## config.mk

```make
export PLATFORM = sky130hd
export DESIGN_NAME = frame_checker_sum_checksum_core
export DESIGN_NICKNAME = d
export VERILOG_FILES = /design/src/hdl/fcs_pkg.sv /design/src/hdl/frame_checker_sum_checksum_core.sv
export SDC_FILE = /design/constraint.sdc
export NUM_CORES = 1
export LEC_CHECK = 0
export BUFFER_PORTS_ARGS = -buffer_cell sky130_fd_sc_hd__buf_2
export CORE_UTILIZATION = 55
export DETAILED_ROUTE_END_ITERATION = 6
export MAX_ROUTING_LAYER = met4
export PLACE_DENSITY = 0.83
export SLEW_MARGIN = 30
export SYNTH_ARGS = -nofsm -noshare
export SYNTH_HDL_FRONTEND = slang
export SYNTH_SLANG_ARGS = --single-unit
export TNS_END_PERCENT = 100
```

## constraint.sdc

```tcl
create_clock -name clk -period 14.4 [get_ports clk]
set_input_delay 0.72 -clock clk [delete_from_list [all_inputs] [get_ports clk]]
set_output_delay 0.72 -clock clk [all_outputs]
set_load 0.03 [all_outputs]
```

## src/hdl/fcs_pkg.sv

```systemverilog
`timescale 1ns / 1ps

package fcs_pkg;

  // Frame layout
  localparam logic [7:0]  HEAD_LOW       = 8'h5A;
  localparam logic [7:0]  HEAD_HIGH      = 8'hA5;
  localparam logic [15:0] MIN_FRAME      = 16'd9;
  localparam logic [15:0] SUM_START      = 16'd5;
  localparam logic [15:0] OFS_HEAD_HIGH  = 16'd1;
  localparam logic [15:0] OFS_SOURCE     = 16'd4;
  localparam logic [15:0] OFS_MESSAGE    = 16'd5;
  localparam logic [15:0] COUNT_MAX      = 16'hFFFF;

  // Configuration
  localparam int unsigned CFG_AW         = 3;
  localparam logic        REG_MAX_LEN    = 1'b0;
  localparam logic [15:0] MAX_LEN_RESET  = 16'hFFFF;

  // Output beat layout
  localparam int unsigned OUT_DW         = 48;
  localparam int unsigned QUEUE_DEPTH    = 4;
  localparam int unsigned QUEUE_AW       = 2;

  typedef enum logic [2:0] {
    ST_OK    = 3'd0,
    ST_SHORT = 3'd1,
    ST_LONG  = 3'd2,
    ST_HEAD  = 3'd3,
    ST_SUM   = 3'd4
  } status_t;

  typedef enum logic {
    KIND_PAYLOAD = 1'b0,
    KIND_STATUS  = 1'b1
  } kind_t;

  typedef struct packed {
    logic [15:0] payload_len;
    status_t     status;
    logic [7:0]  msg_type;
    logic [7:0]  source_id;
    logic [7:0]  out_byte;
  } result_fields_t;

  typedef struct packed {
    kind_t          kind;
    logic           last;
    result_fields_t fields;
  } result_t;

endpackage

```

## src/hdl/frame_checker_sum_checksum_core.sv

```systemverilog
`timescale 1ns / 1ps

// Byte-stream frame checker with an 8-bit additive checksum.
// in_*  : one received byte per beat, tlast marks the final byte of a frame.
// out_* : result beats. tuser says payload byte (0) or end-of-frame status (1);
//         tlast marks the last result beat caused by one input byte.
// cfg_* : APB-style register port, register 0 at address 0 = max_payload_len.
// Payload bytes are released once three more bytes have arrived behind them,
// and only when the head matched. The final byte of each frame adds a status
// beat (ok, too short, too long, bad head, bad checksum); a frame whose status
// is not ok must be dropped downstream, since its payload already went out.
// Throughput: one input byte per cycle while results are taken at that pace;
// a byte that yields two results (last payload plus status) needs two output
// beats. A four-entry result queue sits between the frame logic and the
// output; in_tready drops while fewer than two entries are free, so a stalled
// receiver stops input before the queue overflows and nothing is lost.
// Reset clears all frame state and the queue, and sets max_payload_len to 65535.
module frame_checker_sum_checksum_core (
  input  logic                       clk,
  input  logic                       rst_n,
  // input stream
  input  logic                       in_tvalid,
  output logic                       in_tready,
  input  logic [7:0]                 in_tdata,   // [7:0] in_byte
  input  logic                       in_tlast,   // in_last
  // result stream
  output logic                       out_tvalid,
  input  logic                       out_tready,
  // [7:0] out_byte, [15:8] source_id, [23:16] msg_type, [26:24] status,
  // [42:27] payload_len, [47:43] zero
  output logic [fcs_pkg::OUT_DW-1:0] out_tdata,
  output logic                       out_tuser,  // out_kind
  output logic                       out_tlast,  // out_last
  // configuration
  input  logic                       cfg_psel,
  input  logic                       cfg_penable,
  input  logic                       cfg_pwrite,
  input  logic [fcs_pkg::CFG_AW-1:0] cfg_paddr,
  input  logic [31:0]                cfg_pwdata,
  output logic [31:0]                cfg_prdata,
  output logic                       cfg_pready
);

  import fcs_pkg::*;

  // Registers
  logic [15:0] max_len_r;
  logic [15:0] byte_count_r,  byte_count_nxt;
  logic [7:0]  head_low_r,    head_low_nxt;
  logic        head_good_r,   head_good_nxt;
  logic [7:0]  source_r,      source_nxt;
  logic [7:0]  message_r,     message_nxt;
  logic [7:0]  sum_r,         sum_nxt;
  logic [7:0]  delay0_r,      delay0_nxt;
  logic [7:0]  delay1_r,      delay1_nxt;
  logic [7:0]  delay2_r,      delay2_nxt;

  result_t              queue_r [QUEUE_DEPTH];
  logic [QUEUE_AW-1:0]  wr_ptr_r, rd_ptr_r;
  logic [QUEUE_AW:0]    count_r,  count_nxt;

  logic        in_fire, out_fire, cfg_write;
  logic        emit_payload;
  logic [16:0] k_plus1;
  logic [15:0] plen;
  status_t     st;
  result_t     pay_res, stat_res, res0, res1;
  logic [1:0]  push_n;

  // Configuration port
  assign cfg_pready = 1'b1;
  assign cfg_write  = cfg_psel && cfg_penable && cfg_pwrite && cfg_pready;

  always_ff @(posedge clk) begin
    if (!rst_n) begin
      max_len_r <= MAX_LEN_RESET;
    end else if (cfg_write && (cfg_paddr[2] == REG_MAX_LEN)) begin
      max_len_r <= cfg_pwdata[15:0];
    end
  end

  assign cfg_prdata = (cfg_paddr[2] == REG_MAX_LEN) ? {16'd0, max_len_r} : 32'd0;

  // Handshakes
  assign in_tready  = (count_r <= (QUEUE_AW+1)'(QUEUE_DEPTH - 2));
  assign in_fire    = in_tvalid && in_tready;
  assign out_tvalid = (count_r != '0);
  assign out_fire   = out_tvalid && out_tready;

  // Frame state update for the incoming byte
  always_comb begin
    head_low_nxt  = head_low_r;
    head_good_nxt = head_good_r;
    source_nxt    = source_r;
    message_nxt   = message_r;
    sum_nxt       = sum_r;

    if (byte_count_r == '0) begin
      head_low_nxt = in_tdata;
    end else if (byte_count_r == OFS_HEAD_HIGH) begin
      head_good_nxt = (head_low_r == HEAD_LOW) && (in_tdata == HEAD_HIGH);
    end else if (byte_count_r == OFS_SOURCE) begin
      source_nxt = in_tdata;
    end else if (byte_count_r == OFS_MESSAGE) begin
      message_nxt = in_tdata;
    end

    // accumulate the byte leaving the delay line
    if (byte_count_r >= SUM_START) begin
      sum_nxt = sum_r + delay2_r;
    end

    emit_payload = (byte_count_r >= MIN_FRAME) && head_good_nxt;

    // payload length and status on the final byte
    k_plus1 = {1'b0, byte_count_r} + 17'd1;
    if (byte_count_r == COUNT_MAX) begin
      plen = COUNT_MAX;
    end else if (k_plus1 >= {1'b0, MIN_FRAME}) begin
      plen = 16'(k_plus1 - {1'b0, MIN_FRAME});
    end else begin
      plen = '0;
    end

    if (k_plus1 < {1'b0, MIN_FRAME}) begin
      st = ST_SHORT;
    end else if (plen > max_len_r) begin
      st = ST_LONG;
    end else if (!head_good_nxt) begin
      st = ST_HEAD;
    end else if (sum_nxt != delay1_r) begin
      st = ST_SUM;
    end else begin
      st = ST_OK;
    end

    // next frame state: clear on the final byte, else shift and count
    if (in_tlast) begin
      byte_count_nxt = '0;
      head_low_nxt   = '0;
      head_good_nxt  = 1'b0;
      source_nxt     = '0;
      message_nxt    = '0;
      sum_nxt        = '0;
      delay0_nxt     = '0;
      delay1_nxt     = '0;
      delay2_nxt     = '0;
    end else begin
      byte_count_nxt = (byte_count_r == COUNT_MAX) ? COUNT_MAX : byte_count_r + 16'd1;
      delay0_nxt     = in_tdata;
      delay1_nxt     = delay0_r;
      delay2_nxt     = delay1_r;
    end
  end

  // Build the result beats for this byte
  always_comb begin
    pay_res                    = '0;
    pay_res.kind               = KIND_PAYLOAD;
    pay_res.last               = !in_tlast;
    pay_res.fields.out_byte    = delay2_r;
    pay_res.fields.source_id   = (byte_count_r == OFS_SOURCE)  ? in_tdata : source_r;
    pay_res.fields.msg_type    = (byte_count_r == OFS_MESSAGE) ? in_tdata : message_r;
    pay_res.fields.status      = ST_OK;

    stat_res                   = pay_res;
    stat_res.kind              = KIND_STATUS;
    stat_res.last              = 1'b1;
    stat_res.fields.out_byte   = '0;
    stat_res.fields.status     = st;
    stat_res.fields.payload_len = plen;

    res0 = emit_payload ? pay_res : stat_res;
    res1 = stat_res;

    if (!in_fire) begin
      push_n = 2'd0;
    end else begin
      push_n = 2'(emit_payload) + 2'(in_tlast);
    end
  end

  always_ff @(posedge clk) begin
    if (!rst_n) begin
      byte_count_r <= '0;
      head_low_r   <= '0;
      head_good_r  <= 1'b0;
      source_r     <= '0;
      message_r    <= '0;
      sum_r        <= '0;
      delay0_r     <= '0;
      delay1_r     <= '0;
      delay2_r     <= '0;
    end else if (in_fire) begin
      byte_count_r <= byte_count_nxt;
      head_low_r   <= head_low_nxt;
      head_good_r  <= head_good_nxt;
      source_r     <= source_nxt;
      message_r    <= message_nxt;
      sum_r        <= sum_nxt;
      delay0_r     <= delay0_nxt;
      delay1_r     <= delay1_nxt;
      delay2_r     <= delay2_nxt;
    end
  end

  // Result queue: push up to two beats, pop one
  assign count_nxt = count_r + (QUEUE_AW+1)'(push_n) - (QUEUE_AW+1)'(out_fire);

  always_ff @(posedge clk) begin
    if (!rst_n) begin
      wr_ptr_r <= '0;
      rd_ptr_r <= '0;
      count_r  <= '0;
    end else begin
      wr_ptr_r <= wr_ptr_r + QUEUE_AW'(push_n);
      rd_ptr_r <= rd_ptr_r + QUEUE_AW'(out_fire);
      count_r  <= count_nxt;
    end
  end

  always_ff @(posedge clk) begin
    if (push_n != 2'd0) begin
      queue_r[wr_ptr_r] <= res0;
    end
    if (push_n == 2'd2) begin
      queue_r[wr_ptr_r + QUEUE_AW'(1)] <= res1;
    end
  end

  // Output
  assign out_tdata = OUT_DW'(queue_r[rd_ptr_r].fields);
  assign out_tuser = queue_r[rd_ptr_r].kind;
  assign out_tlast = queue_r[rd_ptr_r].last;

  // Assertions
  a_queue_bound: assert property (@(posedge clk) disable iff (!rst_n)
    count_r <= (QUEUE_AW+1)'(QUEUE_DEPTH))
    else $error("result queue overflow");

  a_frame_clears: assert property (@(posedge clk) disable iff (!rst_n)
    (in_fire && in_tlast) |=> (byte_count_r == '0 && sum_r == '0 && !head_good_r))
    else $error("frame state not cleared after final byte");

  a_payload_needs_head: assert property (@(posedge clk) disable iff (!rst_n)
    (in_fire && emit_payload) |-> (byte_count_r >= MIN_FRAME))
    else $error("payload released inside the header");

  a_payload_clean: assert property (@(posedge clk) disable iff (!rst_n)
    (out_tvalid && out_tuser == KIND_PAYLOAD) |->
      (out_tdata[26:24] == ST_OK && out_tdata[42:27] == '0))
    else $error("payload beat carries status fields");

endmodule
```

---- Yosys cells after proc, flatten, opt, wreduce, memory -nomap -nowiden ----
Memory sizes are Yosys's and may differ from the RTL's. A register that Yosys moved wholly into a read port is not among the register bits.
Cells that the tools add are included.
cells by class
  bitwise operators ....................... 1
  $add $sub $neg .......................... 10
  muxes and demuxes ....................... 35
  eq/ne operators ......................... 11
  reduce and logical (&&, ||, !) cells .... 15
  magnitude comparators ................... 6
operators by type and width
  operator                                                                       number
  8-bit two-way mux                                                              16
  16-bit two-way mux                                                             5
  45-bit two-way mux                                                             1
  16-bit by 3-bit equality test with 1-bit output, second input constant         2
  16-bit by 1-bit adder with 17-bit output, second input constant                1
  17-bit by 4-bit >= comparator with 1-bit output, second input constant         1
  17-bit by 4-bit less-than comparator with 1-bit output, second input constant  1
  16-bit by 1-bit adder with 16-bit output, second input constant                1
  16-bit by 1-bit equality test with 1-bit output, second input constant         1
  16-bit equality test, second input constant                                    1
  16-bit by 3-bit >= comparator with 1-bit output, second input constant         1
  16-bit by 4-bit >= comparator with 1-bit output, second input constant         1
  16-bit > comparator                                                            1
  16-bit logical NOT                                                             1
  16-bit by 4-bit subtractor with 16-bit output, second input constant           1
  3-bit two-way mux                                                              4
  8-bit adder                                                                    1
  8-bit by 7-bit equality test with 1-bit output, second input constant          1
  8-bit equality test, second input constant                                     1
  8-bit != test                                                                  1
  1-bit logical AND                                                              7
  1-bit two-way mux                                                              7
  2-bit != test, second input constant                                           3
  2-bit two-way mux                                                              2
  other kinds (15)                                                               16
storage, ports and cells
  memories ................................ 1
  register bits after elaboration ......... 96
  bits in writable memories ............... 180
  output and inout bits ................... 85
memory list
  name     words  width  rd ports  clocked after Yosys merged registers in  write ports  line                                   source
  queue_r  4      45     1         1                                        2            frame_checker_sum_checksum_core.sv:58  result_t queue_r [QUEUE_DEPTH];

---- Depth between registers and ports, before layout ----
Gate-level depths: netlist of run 1.
  depth after elaboration ................. 10
  gate-level depth with buffers ........... 19
  mapped depth without buffers ............ 18

---- Worst setup path after synthesis of run 1 ----
OpenSTA, ideal clock, no wires.
  kind .................................... flip-flop to flip-flop
  from .................................... reg byte_count_r[0]
  to ...................................... mem queue_r[1][25] in the netlist's numbering, data pin
  buffers on the path ..................... 2
  stages on the path, launching flop included .. 19
  data arrival time ....................... 4.291 ns
  clock period less this slack ............ 4.556 ns
  setup time .............................. 0.265 ns
  data required time ...................... 14.135 ns
  path slack .............................. 9.844 ns
  cell sequence ........................... dfxtp_1 > clkbuf_1 > inv_1 > ha_1 > o21ba_2 > a311o_1 > a2111o_1 > a211oi_2 > nand2_2 > buf_6 > o22ai_2 > nand2_1 > ha_1 > nand4_1 > nor4_1 > or3_1 > o221ai_1 > nand2_1 > nor2_1
RTL lines
  item                    line                                    source
  start, declared         frame_checker_sum_checksum_core.sv:48   logic [15:0] byte_count_r, byte_count_nxt;
  start signal, assigned  frame_checker_sum_checksum_core.sv:195  byte_count_r <= byte_count_nxt;
  end, declared           frame_checker_sum_checksum_core.sv:58

==> results of run 1 <==
[placed cells by master (no fill, tap or decap), types with 4 or more instances in the layout]
cell	netlist	final
a31o_2	4	4
nand3_1	19	18
o211ai_1	19	19
o22ai_1	4	4
clkbuf_1	74	12
ha_1	33	33
clkinv_2	0	6
nor2b_1	10	10
clkbuf_16	0	27
mux2i_1	24	24
and4_1	5	5
a22o_1	33	33
o21ai_1	12	14
inv_1	41	41
and3_1	26	26
buf_4	22	16
or2_2	6	6
dfxtp_1	136	133
nor2_1	214	214
xor2_1	10	10
o21ai_0	22	20
a21oi_1	113	113
xnor2_1	27	27
nand2_1	80	78
nor4bb_1	4	4
conb_1	2	22
edfxtp_1	140	140
a21o_1	12	12
nor3b_1	4	4
a211oi_1	8	8
mux4_2	45	45
a31oi_1	9	9
and2_1	14	14
or3_1	5	5
nor4_1	6	6
buf_2	15	95
nor3_1	26	23
a22oi_1	10	10
nand2b_1	9	9
nand4_1	16	16
[metal layers]
layer	wire length (µm)	vias up	part of all wire [%]
met1	13400	5105	40
met5	0	-	0
met4	867	0	2.6
met3	2550	80	7.6
met2	16700	485	50
li1	-	4885	-
[sequential cells by signal (all words and copies together), names as in the netlist]
signal,cells
head_good_r,1
delay2_r,8
delay1_r,8
queue_r,180
count_r,3
max_len_r,16
message_r,8
rd_ptr_r,2
sum_r,8
source_r,8
delay0_r,8
wr_ptr_r,2
byte_count_r,16
head_low_r,8
[final timing paths]
kind,start,to,slack [ns],cells after the start
worst max register to register,byte_count_r[0]$_SDFFE_PN0P_,queue_r[0][26]$_DFFE_PP_,8.09,14
worst min-delay path,cfg_pwdata[9],max_len_r[9]$_SDFFE_PN1P_,0.43,3
worst min register to register,queue_r[0][44]$_SDFFE_PP1P_,queue_r[0][44]$_SDFFE_PP1P_,0.45,2
worst max-delay path,byte_count_r[0]$_SDFFE_PN0P_,queue_r[0][26]$_DFFE_PP_,8.09,14
[metrics by stage]
| stage | worst slack, ns | total power, W |
|---|---|---|
| final | 8.09 | 0.00195 |
| after global routing | 7.69 | 0.00201 |
| after CTS | 8.25 | 0.00195 |
| after detailed placement | 8.33 | 0.00130 |
| after global placement | 8.46 | 0.00130 |
| after floorplan | 9.84 | 0.00120 |
[cells by family (layout without fill, tap and decap cells)]
kind of cell / after synthesis / in the layout / share of synthesized area [%]
mux: 72 / 72 / 9.30
compound gates: 290 / 290 / 14.1
flops: 276 / 276 / 50.0
fa+ha+maj: 35 / 35 / 3.27
simple gates: 454 / 454 / 15.2
other cells: 2 / 22 / 0.0542
buf+inv: 161 / 203 / 5.20
xor+xnor: 40 / 40 / 2.84
[worst max-delay path, stage by stage (launching register included)]
cell and delay (ns):
dfxtp_1 0.66, ha_1 0.62, clkinv_1 0.47, nor3_1 0.82, nand2_1 0.14, xor2_1 0.48
o2111a_1 0.71, o21ai_1 0.31, and2_1 0.27, ha_1 0.27, nand4_1 0.08, nor4_1 0.30
or3_1 0.19, o221ai_1 0.23, nor4bb_1 0.50
[power groups by stage]
stage	combinational [W]	sequential, W	clock, W
after global placement	0.000377	0.000921	0
final	0.000409	0.000891	0.000649
after CTS	0.000386	0.000907	0.000652
after global routing	0.000433	0.000897	0.000685
after floorplan	0.000322	0.000882	0
after detailed placement	0.000382	0.000923	0
[layout make-up]
cell class,count,share of cell area (%)
Sequential cell,276,45.5
Multi-Input combinational cell,913,41.5
Clock buffer,40,4.82
Timing Repair Buffer,112,4.04
Tap cell,324,2.66
Inverter,43,1.06
Clock inverter,8,0.419
==> results.json, run 1 <==
{
  "seq_area_mm2": 0.00693,
  "drive_gt1_share_pct": 16.8,
  "yosysTopAreaCell": "edfxtp_1",
  "fin_nets": 1458,
  "stdcell_area_mm2": 0.0152,
  "fin_util_pct": 62.1,
  "holdWs_ns": 0.426,
  "start_util_pct": 56.5,
  "drt_wl_total_um": 33500,
  "cap_violations": 0,
  "die_x_um": 161,
  "viasPerCell": 6.15,
  "vias": 10600,
  "place_inst": 1667,
  "synth.most_common_cell": "nor2_1",
  "multi_input_area_mm2": 0.00632,
  "grt_setup_unrepaired": "false",
  "cts_hold_buf": 0,
  "numCtsBuffers": 26,
  "first_pass_iters": 5,
  "fin_crit_sh_pct": 43.8,
  "diodes": 0,
  "globalRouteTotalUtil_pct": 26.3,
  "synth_top_cells_by_area": "edfxtp_1 (30%), dfxtp_1 (20%), mux4_2 (7.3%), nor2_1 (5.8%), a21oi_1 (4.1%)",
  "clock-root-buffer": "clkbuf_16",
  "die_h_um": 161,
  "setup_violations": 0,
  "status": "finished clean",
  "ys_ff_latch": 276,
  "use_met1_pct": 33.7,
  "gr-total-overflow": 0,
  "area_growth_pct": 9.98,
  "power_density_mw_per_mm2": 128,
  "htree_levels": 1,
  "dpl_cell_area_mm2": 0.0144,
  "setup-tns-final_ns": 0,
  "holdCritPathClass": "in2reg",
  "synth_area_per_cell_um2": 10.4,
  "arrival_ns": 6.58,
  "busiest_layer": "met2",
  "rows": 57,
  "synth_top_area_share_pct": 30.4,
  "crit_fanout": 15,
  "hpwl_um": 21700,
  "finalCriticalPeriod_ns": 6.31,
  "syn_area_mm2": 0.0139,
  "start_kind": "flop",
  "grtUsageMet2_pct": 43.3,
  "portBuffers": 95,
  "worstSetupPathType": "reg2reg",
  "fp.dieArea_mm2": 0.0258,
  "power_switching_w": 0.000576,
  "netlist_instances": 1330,
  "ys.warnings.count": 0,
  "netSwitchingFraction_pct": 29.5,
  "synthArstFlopShare_pct": 0,
  "n_fill_cell": 1897,
  "yosysUniqueCellTypes": 84,
  "place_congestion": 0.905,
  "grt_pass1_wl_um": 52900,
  "synth-edff-count": 140,
  "insertion_delay_ns": 0.53,
  "drt_iter0_drc": 1070,
  "drc": 0,
  "drtAntennaViolNets": 0,
  "yosysSeqAreaShare_pct": 50.0,
  "cts_buffer_depth": 3,
  "instances_no_fill": 1716,
  "grt_max_degree": 56,
  "grt_pass1_vias": 10200,
  "required_ns": 14.67,
  "io-pin-count": 136,
  "core_mm2": 0.0245,
  "fin_skew_ns": 0.0166,
  "p_seq_share_pct": 45.7,
  "hold_viol": 0,
  "ys.flop_type": "edfxtp_1",
  "clk_pin_slew_worst_paths_ns": 0.07,
  "slew_violations": 0,
  "ir_worst_vdd_mv": 0.0988,
  "synth_common_cells": "nor2_1 (214), edfxtp_1 (140), dfxtp_1 (136)",
  "clock_sinks": 276,
  "tritoncts": "done",
  "worstMarginPinSlew_ns": 0.907,
  "endpoint_kind": "flop",
  "power_frac_comb_pct": 21.0,
  "p_leak_nw": 6.06,
  "gr-usage-met3_pct": 3.41,
  "slew_headroom_pct": 38.9,
  "p_int_w": 0.00137,
  "post_cts_resized": 0,
  "antenna_found_initial": 0,
  "post_cts_buffers": 0,
  "fmax_ghz": 0.159,
  "pwr-share-clk_pct": 33.3,
  "post_drt_wl_per_cell_um": 19.5
}
(Power assumes the default switching activity.)
==> inputs of run 2 (changes only) <==
Settings changed: ABC_AREA set to 1.
Clock period 14.4 ns to 6.56 ns, I/O delays scaled along.
==> run 2 against run 1 <==
  * Hold slack worse by 0.41 ns
  * Maximum frequency up 31%
  * Setup slack got worse by 6.4 ns
  * Die area is 0.52% lower
  * Sequential cell count unchanged
==> results.json, run 2 <==
{
  "clk_pin_slew_worst_paths_ns": 0.06,
  "antenna_found_initial": 0,
  "seq_area_mm2": 0.00693,
  "first_pass_iters": 7,
  "fin_skew_ns": 0.0171,
  "die_x_um": 160,
  "die_h_um": 160,
  "place_congestion": 0.890,
  "synth_top_area_share_pct": 30.5,
  "ys.flop_type": "edfxtp_1",
  "yosysTopAreaCell": "edfxtp_1",
  "grt_max_degree": 92,
  "diodes": 0,
  "layout_common_cells": "nand2_1 (352), nor2_1 (317), o21ai_0 (172)",
  "slew_headroom_pct": 40.4,
  "post_cts_resized": 0,
  "synth.most_common_cell": "nand2_1",
  "grt_setup_unrepaired": "false",
  "hpwl_um": 21400,
  "drc": 0,
  "ys_ff_latch": 276,
  "crit_fanout": 25,
  "arrival_ns": 5.02,
  "slew_violations": 0,
  "finalCriticalPeriod_ns": 4.83,
  "start_kind": "flop",
  "viasPerCell": 5.54,
  "regToRegSetupSlack_ns": 1.73,
  "holdCritPathClass": "in2reg",
  "synth_area_per_cell_um2": 7.97,
  "mostFrequentLayoutCell": "nand2_1",
  "grt_pass1_wl_um": 53500,
  "fp.dieArea_mm2": 0.0257,
  "numCtsBuffers": 27,
  "reg2reg_from": "byte_count_r[0]$_SDFFE_PN0P_",
  "worstMarginPinSlew_ns": 0.894,
  "power_density_mw_per_mm2": 304,
  "tritoncts": "done",
  "multi_input_area_mm2": 0.00589,
  "cts_buffer_depth": 3,
  "netlist_instances": 1728,
  "fin_crit_sh_pct": 73.6,
  "vias": 11800,
  "htree_levels": 1,
  "core_mm2": 0.0245,
  "start_util_pct": 56.3,
  "clock_sinks": 276,
  "clock-root-buffer": "clkbuf_16",
  "globalRouteTotalUtil_pct": 26.2,
  "syn_area_mm2": 0.0138,
  "drtAntennaViolNets": 0,
  "rows": 57,
  "drive_gt1_share_pct": 11.4,
  "required_ns": 6.75,
  "setup_violations": 0,
  "hold_end": "max_len_r[0]$_SDFFE_PN1P_",
  "post-place-ws_ns": 1.83,
  "yosysSeqAreaShare_pct": 50.3,
  "area_growth_pct": 10.8,
  "synth_top_cells_by_area": "edfxtp_1 (31%), dfxtp_1 (20%), nand2_1 (9.6%), nor2_1 (8.7%), o21ai_0 (6.2%)",
  "largest_register": "queue_r",
  "ys.warnings.count": 0,
  "worstSetupPathType": "reg2reg",
  "io-pin-count": 136,
  "p_leak_nw": 6.17,
  "worstHoldStart": "cfg_pwdata[0]",
  "yosysUniqueCellTypes": 44,
  "post_drt_wl_per_cell_um": 15.5,
  "portBuffers": 95,
  "drt_wl_total_um": 33100,
  "fin_nets": 1872,
  "synthArstFlopShare_pct": 0,
  "cap_violations": 0,
  "drt_iter0_drc": 1135,
  "setup_slack_ns": 1.73,
  "hold_viol": 0,
  "insertion_delay_ns": 0.54,
  "endpoint_kind": "flop",
  "fmax_ghz": 0.207,
  "post_cts_buffers": 0,
  "gr-total-overflow": 0,
  "r2r-end": "queue_r[1][41]$_DFFE_PP_",
  "synth_common_cells": "nand2_1 (352), nor2_1 (319), o21ai_0 (172)",
  "worstRegToRegCells": 21,
  "status": "finished clean",
  "cts_hold_buf": 0,
  "n_fill_cell": 2017,
  "largest_reg_flops": 180,
  "ir_worst_vdd_mv": 0.339,
  "reg_top3": "queue_r (180), byte_count_r (16), max_len_r (16)",
  "setup-tns-final_ns": 0,
  "grt_pass1_vias": 11000,
  "synth-edff-count": 140,
  "holdPathStages": 3
}
-- run 2: cell count changes in the layout (fill, tap and decap cells not counted), sizes merged, moves of 24 or more --
cell,previous run,this run
nor2,215,339
and3,26,1
inv,42,146
o22ai,7,46
a22o,33,0
mux2i,24,0
nand3,19,62
o21ai,36,178
mux4,45,0
nand2,81,367
-- run 2: stage by stage --
stage | util [%] | hold WS [ns] | total power, W | cells | cell area, µm²
after detailed placement | 58.8 | 0.440 | 0.00313 | 2081 | 14400
after global routing | 62.4 | 0.0196 | 0.00482 | 2131 | 15300
after floorplan | - | 0.422 | 0.00281 | 1748 | 13900
final | 62.4 | 0.0118 | 0.00464 | 2131 | 15300
after global placement | 58.8 | 0.433 | 0.00311 | 2081 | 14400
after CTS | 62.4 | 0.00222 | 0.00465 | 2131 | 15300
-- run 2: kinds of logic (layout without fill, tap and decap cells) --
logic type	after synthesis	count (layout)	synth area share [%]
AOI/OAI and AO/OA	347	347	13.5
xor gates and xnor gates	16	16	1.02
adders and majority gates	35	35	3.29
buffers and inverters	252	311	7.70
DFF	276	276	50.3
other	2	22	0.0545
and+or+nand+nor	800	800	24.2
-- run 2: how the worst max path moves through the flow --
stage / start / slack, ns / cells after the start / to
global route: byte_count_r[0]$_SDFFE_PN0P_ / 1.22 / 21 / queue_r[2][40]$_DFFE_PP_
floorplan: byte_count_r[0]$_SDFFE_PN0P_ / 2.67 / 22 / queue_r[1][28]$_DFFE_PP_
CTS: byte_count_r[0]$_SDFFE_PN0P_ / 1.79 / 21 / queue_r[1][41]$_DFFE_PP_
global placement: byte_count_r[0]$_SDFFE_PN0P_ / 1.96 / 21 / queue_r[2][17]$_DFFE_PP_
finish: byte_count_r[0]$_SDFFE_PN0P_ / 1.73 / 21 / queue_r[1][41]$_DFFE_PP_
detailed placement: byte_count_r[0]$_SDFFE_PN0P_ / 1.83 / 21 / queue_r[1][32]$_DFFE_PP_
-- run 2: cell type report --
type,count,share of cell area (%)
Tap cell,324,2.66
Timing Repair Buffer,113,4.00
Sequential cell,276,45.4
Clock inverter,15,1.05
Multi-Input combinational cell,1220,38.6
Inverter,148,3.66
Clock buffer,35,4.69
-- run 2: worst max-delay path, stage by stage (launching register included) --
cell and delay (ns):
dfxtp_1 0.37, inv_2 0.15, ha_1 0.17, inv_1 0.09, nor3_1 0.31, nor2_1 0.11, or2_1 0.22, nand2_1 0.09
inv_2 0.06, nand2_1 0.21, clkinv_1 0.28, ha_1 0.38, inv_1 0.04, nor2_1 0.23, nor2_1 0.09, inv_1 0.10
nand2_1 0.26, inv_1 0.12, nor2_1 0.04, buf_4 0.23, inv_1 0.45, buf_4 0.46
-- run 2: power by group --
part / switching [W] / internal (W) / leakage, nW
combinational: 0.000870 / 0.000298 / 3.37
clock: 0.000642 / 0.000890 / 0.420
sequential: 0.0000425 / 0.00190 / 2.38
-- run 2: routing by layer --
metal	vias to the layer above	GRT usage (%)	share of wire [%]
met5	-	-	0
met4	0	7.75	2.1
met3	51	2.96	6.9
met2	448	43.7	48
met1	5536	33.6	43
li1	5778	-	-
